File: src/wkpq_pkg.sv
// Package: entry, link and command types, codes and the key function for the queue.
`default_nettype none
package wkpq_pkg;

   localparam int DEF_CAPACITY = 16;

   localparam int TAG_W    = 8;
   localparam int FARE_W   = 16;
   localparam int POINT_W  = 10;
   localparam int KEY_W    = 17;
   localparam int STATUS_W = 2;
   localparam int OCC_W    = 5;

   localparam logic OP_INSERT = 1'b0;
   localparam logic OP_REMOVE = 1'b1;

   localparam logic [STATUS_W-1:0] ST_OK    = 2'd0;
   localparam logic [STATUS_W-1:0] ST_FULL  = 2'd1;
   localparam logic [STATUS_W-1:0] ST_EMPTY = 2'd2;

   typedef struct packed {
      logic [TAG_W-1:0]   tag;
      logic [FARE_W-1:0]  fare;
      logic [POINT_W-1:0] point;
      logic [KEY_W-1:0]   key;
   } entry_type;

   // what a cell shows its neighbors
   typedef struct packed {
      logic      valid;
      logic      keep;
      entry_type entry;
   } link_type;

   // broadcast to every cell
   typedef struct packed {
      logic      ins;
      logic      del;
      entry_type entry;
   } cmd_type;

   // key = fare + 50*point + 50, in hundredths
   function automatic logic [KEY_W-1:0] weighted_key(input logic [FARE_W-1:0] fare,
                                                     input logic [POINT_W-1:0] point);
      logic [KEY_W-1:0] p;
      p = {{(KEY_W-POINT_W){1'b0}}, point};
      return {{(KEY_W-FARE_W){1'b0}}, fare} + (p << 5) + (p << 4) + (p << 1)
             + KEY_W'(50);
   endfunction

endpackage
`default_nettype wire

File: src/weighted_key_priority_queue_core.sv
// Top level: sorted priority queue built as a chain of shifting cells.
//
//  channel  | ports                                        | handshake
//  request  | req_operation, req_tag, req_fare, req_point  | start & !busy
//  response | rsp_status, rsp_out_tag, rsp_out_fare,      | rsp_strobe, one cycle
//           | rsp_out_point, rsp_occupancy                 |
//
// One request per cycle; busy stays low. The response is registered and
// appears in the cycle after the request.
// Insert places the entry by a parallel compare in every cell.
// Reset clears the count, the response strobe and the cell valid bits; entries hold no reset.
// The receiver cannot stall: each response shows for exactly one cycle.
`default_nettype none
module weighted_key_priority_queue_core
   import wkpq_pkg::*;
#(
   parameter int CAPACITY = DEF_CAPACITY
)(
   input  wire logic               clock,
   input  wire logic               reset,
   input  wire logic               start,
   output logic                    busy,
   input  wire logic               req_operation,
   input  wire logic [TAG_W-1:0]   req_tag,
   input  wire logic [FARE_W-1:0]  req_fare,
   input  wire logic [POINT_W-1:0] req_point,
   output logic                    rsp_strobe,
   output logic [STATUS_W-1:0]     rsp_status,
   output logic [TAG_W-1:0]        rsp_out_tag,
   output logic [FARE_W-1:0]       rsp_out_fare,
   output logic [POINT_W-1:0]      rsp_out_point,
   output logic [OCC_W-1:0]        rsp_occupancy
);

   localparam int CNT_W = $clog2(CAPACITY + 1);

   logic [CNT_W-1:0] count_ff, count_in;
   logic             accept, full, empty;
   cmd_type          cmd;
   link_type         lnk [CAPACITY];
   link_type         head_bound, tail_bound;

   logic                rsp_strobe_ff;
   logic [STATUS_W-1:0] status_ff, status_in;
   logic [TAG_W-1:0]    tag_ff, tag_in;
   logic [FARE_W-1:0]   fare_ff, fare_in;
   logic [POINT_W-1:0]  point_ff, point_in;
   logic [OCC_W-1:0]    occ_ff;
   logic [CNT_W+OCC_W-1:0] count_ext;

   assign busy   = 1'b0;
   assign accept = start && !busy;
   assign full   = (count_ff == CNT_W'(CAPACITY));
   assign empty  = (count_ff == '0);

   assign cmd.ins         = accept && (req_operation == OP_INSERT) && !full;
   assign cmd.del         = accept && (req_operation == OP_REMOVE) && !empty;
   assign cmd.entry.tag   = req_tag;
   assign cmd.entry.fare  = req_fare;
   assign cmd.entry.point = req_point;
   assign cmd.entry.key   = weighted_key(req_fare, req_point);

   assign head_bound.valid = 1'b1;
   assign head_bound.keep  = 1'b1;
   assign head_bound.entry = '0;
   assign tail_bound.valid = 1'b0;
   assign tail_bound.keep  = 1'b0;
   assign tail_bound.entry = '0;

   for (genvar i = 0; i < CAPACITY; i++) begin : g_cell
      link_type left_l, right_l;
      if (i == 0) begin : g_head
         assign left_l = head_bound;
      end else begin : g_mid_l
         assign left_l = lnk[i-1];
      end
      if (i == CAPACITY - 1) begin : g_tail
         assign right_l = tail_bound;
      end else begin : g_mid_r
         assign right_l = lnk[i+1];
      end
      wkpq_cell u_cell (
         .clock (clock),
         .reset (reset),
         .cmd   (cmd),
         .left  (left_l),
         .right (right_l),
         .self  (lnk[i])
      );
   end

   always_comb begin
      count_in  = count_ff;
      status_in = ST_OK;
      tag_in    = '0;
      fare_in   = '0;
      point_in  = '0;
      if (req_operation == OP_INSERT) begin
         if (full) begin
            status_in = ST_FULL;
         end else begin
            count_in = count_ff + CNT_W'(1);
         end
      end else begin
         if (empty) begin
            status_in = ST_EMPTY;
         end else begin
            count_in = count_ff - CNT_W'(1);
            tag_in   = lnk[0].entry.tag;
            fare_in  = lnk[0].entry.fare;
            point_in = lnk[0].entry.point;
         end
      end
   end

   assign count_ext = {{OCC_W{1'b0}}, count_in};

   always_ff @(posedge clock) begin
      if (reset) begin
         count_ff      <= '0;
         rsp_strobe_ff <= 1'b0;
      end else begin
         rsp_strobe_ff <= accept;
         if (accept) begin
            count_ff <= count_in;
         end
      end
   end

   always_ff @(posedge clock) begin
      if (accept) begin
         status_ff <= status_in;
         tag_ff    <= tag_in;
         fare_ff   <= fare_in;
         point_ff  <= point_in;
         occ_ff    <= count_ext[OCC_W-1:0];
      end
   end

   assign rsp_strobe    = rsp_strobe_ff;
   assign rsp_status    = status_ff;
   assign rsp_out_tag   = tag_ff;
   assign rsp_out_fare  = fare_ff;
   assign rsp_out_point = point_ff;
   assign rsp_occupancy = occ_ff;

endmodule
`default_nettype wire

File: src/wkpq_cell.sv
// One cell of the sorted chain: holds one entry and shifts with its neighbors.
`default_nettype none
module wkpq_cell
   import wkpq_pkg::*;
(
   input  wire logic     clock,
   input  wire logic     reset,
   input  wire cmd_type  cmd,
   input  wire link_type left,
   input  wire link_type right,
   output link_type      self
);

   logic      valid_ff, valid_in;
   entry_type entry_ff, entry_in;
   logic      keep;

   assign keep = valid_ff && (entry_ff.key <= cmd.entry.key);

   always_comb begin
      valid_in = valid_ff;
      entry_in = entry_ff;
      if (cmd.ins) begin
         if (keep) begin
            valid_in = valid_ff;
         end else if (left.keep) begin
            valid_in = 1'b1;
            entry_in = cmd.entry;
         end else begin
            valid_in = left.valid;
            entry_in = left.entry;
         end
      end else if (cmd.del) begin
         valid_in = right.valid;
         entry_in = right.entry;
      end
   end

   always_ff @(posedge clock) begin
      if (reset) begin
         valid_ff <= 1'b0;
      end else begin
         valid_ff <= valid_in;
      end
   end

   always_ff @(posedge clock) begin
      entry_ff <= entry_in;
   end

   assign self.valid = valid_ff;
   assign self.keep  = keep;
   assign self.entry = entry_ff;

endmodule
`default_nettype wire

File: config.mk
export PLATFORM = sky130hd
export DESIGN_NAME = weighted_key_priority_queue_core
export DESIGN_NICKNAME = d
export VERILOG_FILES = /design/src/wkpq_pkg.sv /design/src/weighted_key_priority_queue_core.sv /design/src/wkpq_cell.sv
export SDC_FILE = /design/constraint.sdc
export NUM_CORES = 2
export LEC_CHECK = 0
export BUFFER_PORTS_ARGS = -buffer_cell sky130_fd_sc_hd__buf_2
export CAP_MARGIN = 20
export CELL_PAD_IN_SITES_DETAIL_PLACEMENT = 0
export CELL_PAD_IN_SITES_GLOBAL_PLACEMENT = 1
export CORE_MARGIN = 2
export CORE_UTILIZATION = 33
export CTS_BUF_LIST = sky130_fd_sc_hd__clkbuf_16
export DETAILED_ROUTE_END_ITERATION = 8
export PLACE_DENSITY_LB_ADDON = 0.1
export RECOVER_POWER = 25
export REMOVE_ABC_BUFFERS = 1
export SETUP_SLACK_MARGIN = 0.2
export SLEW_MARGIN = 30
export SYNTH_ARGS = -nofsm -noshare
export SYNTH_HDL_FRONTEND = slang
export SYNTH_SLANG_ARGS = --single-unit
export TNS_END_PERCENT = 50
File: constraint.sdc
create_clock -name clock -period 36.5 [get_ports clock]
set_input_delay 10.95 -clock clock [delete_from_list [all_inputs] [get_ports clock]]
set_output_delay 10.95 -clock clock [all_outputs]
set_load 0.01 [all_outputs]
==> impl_results.md <==
* Outcome: complete, but fails checks
* Failing checks: capacitance limit, slew limit
* Initial antenna violation count at 7
* Post-synthesis instance area at slightly above 50000 um^2
* H-tree depth at 3
* CP Launch Point: req_operation
* Fmax at between 0.04 and 0.05 GHz
* Hold crit path type: register to register
* Ys Warns at 0
* Final Setup Violations at 0
* Crit Path Category: primary input to register
* Yosys top cell by area: edfxtp_1
* Post-CTS setup buffer count at 0
* Syn_area_per_cell at approximately 10 um^2
* FP Rows at ~150
* Post-synth ARST share at 0%
* Worst-Skew Late Latency at around 740 ps
* CTS tree: done
* Initial Util at around 33%
* Min Tclk post-route at roughly 25000 ps
* Fin Hold WS at 525 ps
* Pin count of the biggest net entering global routing at roughly 220
* Synth top area cells: edfxtp_1 (50%), mux2i_1 (9.3%), ha_1 (6.7%)
* DIE WIDTH at 400 um
* Syn-to-layout area delta at 10.2%
* Synth unique cells at 95
* GRT Total Usage at 24.9%
* Routability Congestion at 0.871
* Worst Path Max Fanout at 220
* Top FF cell, synth: edfxtp_1
* Tcrit/Tclk final at around 68%
* Placed cell area at 54000 um^2
* Finished Cell Area at about 57000 um^2
* Setup crit end: g_cell[1].u_cell.self[50]
* Crit path max-delay family: buffers and inverters
* PortBufs at a little under 80
* Max cap viols at 33
* Clock root buffer: clkbuf_16
* Core area at 156000 um^2
* Flop-to-flop setup slack at roughly 22000 ps
* Multi-input gate area at about 23000 um^2
* CTS Buf Count at 110
* Core Util, Final at 36.6%
* Max Slew Vio Count at 1859
* Crit-path max cell delay at between 6000 and 7000 ps
* Critical Path Start Type: primary input
* First-pass GRT wire length at about 290 mm
* Buf/Inv on CP at 5
* Antenna Nets Post-Route at 0
* Worst-path clk slew at 60 ps
* CP most frequent cell: clkbuf_1
* Die area at 160000 um^2
* CP Capture Type: register
* Sequential standard cell area at 26200 um^2
* Vias after detailed routing at just under 40000
* Post-synthesis cell count at around 5000
* Crit-path slowest cell: clkbuf_1
* Layout cells sized above 1 at 6.11%
* R2R depth at 8
* Clock Sinks at a little under 900
* CP Depth at 7
* Yosys top cell area share at 49.7%
* Final hold violations at 0
* Initial detailed-routing violation count at 3505
* DP Wirelength at about 130 mm
* CTS Buffer Depth at 3
* Layout Nets at 5214
* GRT overflow at 0
* Reg-to-Reg Start: count_ff[0]
* Routed WL at approximately 200 mm
* Worst-path cell chain: clkbuf_1 > inv_1 > nand3_1 > clkbuf_1 > clkbuf_1 > clkbuf_1 > o21ai_0
* Static leakage at around 23 nW
* Slew at the pin closest to its max-slew limit at around 8600 ps
* First-pass iteration count of the detailed router at 7
* Clk_skew at 35.0 ps
* Fillers at around 16000
* R2r endpoint: g_cell[1].u_cell.self[50]
* Yosys reg bits at 879
* Die height at between 400 and 500 um
* CP arrival at 25110 ps
* Drt drc at 0
* PostCTS Resize Cnt at 0
* EDFF count, synth at around 860
* Hold buffer count at cts at 0
* Rel. slew slack at -470%
* RSZ-0062 raised after global routing: no
* VDD IR max at between 0.00004 and 0.00005 V
* I/O pin total at 81
* Vias in the first global route at between 30000 and 40000
* DR vias/cell at ~5.6
* WP data required at 36650 ps
* WL/cell at between 20 and 30 um
* Cell Pwr Density at between 70 and 80 nW/um^2
* Register area share after synthesis at between 50% and 60%
cell families after synthesis:
kind of cell    count (synthesis)  share of synthesized area (%)
simple gates                 1388                           11.7
buf+inv                       510                           4.39
compound gates               1387                           15.9
flops                         879                           50.6
mux                           483                           9.34
fa+ha+maj                     297                           7.43
other cells                     1                        0.00725
xor+xnor                       35                          0.592
cell usage in the layout (no fill, tap or decap), types with 55 or more instances in the layout:
master     synthesis  routed
inv_1            107     131
nand2b_1          71      71
a311oi_1          55      55
ha_1             277     277
edfxtp_1         857     857
clkbuf_16          0     110
o21ai_0          347     407
mux2i_1          482     482
nand3_1          119     117
o21ai_1          321     255
a21oi_1          334     334
nor2_1           214     214
buf_4             32      81
clkbuf_1         286      74
nand2_1          779     774
synthesized netlist by cell type, types with 23 or more instances:
| cell | instances |
|---|---|
| a21o_1 | 48 |
| a21oi_1 | 334 |
| a311oi_1 | 55 |
| and3_1 | 43 |
| buf_2 | 50 |
| buf_4 | 32 |
| buf_6 | 23 |
| clkbuf_1 | 286 |
| edfxtp_1 | 857 |
| ha_1 | 277 |
| inv_1 | 107 |
| mux2i_1 | 482 |
| nand2_1 | 779 |
| nand2b_1 | 71 |
| nand3_1 | 119 |
| nand4_1 | 51 |
| nor2_1 | 214 |
| nor3_1 | 36 |
| o211ai_1 | 46 |
| o21ai_0 | 347 |
| o21ai_1 | 321 |
| o221a_1 | 45 |
| o22ai_1 | 47 |
| xnor2_1 | 32 |
cell type report:
class,instances,area share (%)
clock buffer,110,4.83
tap,2058,4.51
clock inverter,84,0.910
antenna,3,0.0132
inverter,108,0.715
sequential,879,45.9
multi-input combinational,3591,41.2
timing repair buffer,191,1.95
worst reg2reg max path, stage by stage (launching register included):
cell and delay [ps]:
dfxtp_1 370, inv_1 200, ha_1 290, nand3_1 180, nand3_1 1160, clkbuf_1 2020, clkbuf_1 2750, clkbuf_1 6190
o21ai_0 1070
worst min path at each step:
stage | start | end | cells past startpoint
2_1_floorplan | g_cell[10].u_cell.valid_ff | g_cell[11].u_cell.valid_ff | 2
3_3_place_gp | g_cell[15].u_cell.self[37] | g_cell[14].u_cell.self[37] | 2
3_5_place_dp | g_cell[15].u_cell.self[38] | g_cell[14].u_cell.self[38] | 2
4_1_cts | g_cell[15].u_cell.self[38] | g_cell[14].u_cell.self[38] | 2
5_1_grt | g_cell[15].u_cell.self[41] | g_cell[14].u_cell.self[41] | 2
6_report | g_cell[15].u_cell.self[38] | g_cell[14].u_cell.self[38] | 2
power breakdown:
| group | internal [mW] | switching [mW] |
|---|---|---|
| Sequential | 1.36 | 0.129 |
| Clock | 0.564 | 0.464 |
| Combinational | 0.580 | 1.20 |
| Total | 2.50 | 1.79 |
flip-flops by register name, summed over array words and instances (netlist names):
signal,count
count_ff,5
g_cell.u_cell.self,816
rsp_out_tag,8
rsp_occupancy,5
rsp_out_point,10
rsp_strobe,1
rsp_status,2
rsp_out_fare,16
g_cell.u_cell.valid_ff,16
stage by stage:
step,worst slack [ps],setup TNS (ps),total power [mW],std cells
finish,11550,0,4.30,7024
global placement,16880,0,3.27,6824
floorplan,-15430,-4305820,2.64,4578
detailed placement,16740,0,3.28,6825
CTS,17500,0,4.32,7019
global route,9720,0,4.54,7021
per-layer routing:
metal / GRT usage [%] / wire length, um / vias up
met5: 0 / 0 / -
met4: 6.90 / 5160 / 0
met3: 3.03 / 10300 / 241
met2: 40.6 / 93800 / 1175
met1: 34.9 / 91900 / 19900
li1: - / - / 18300
No activity file was read; power rests on OpenSTA's default activity.
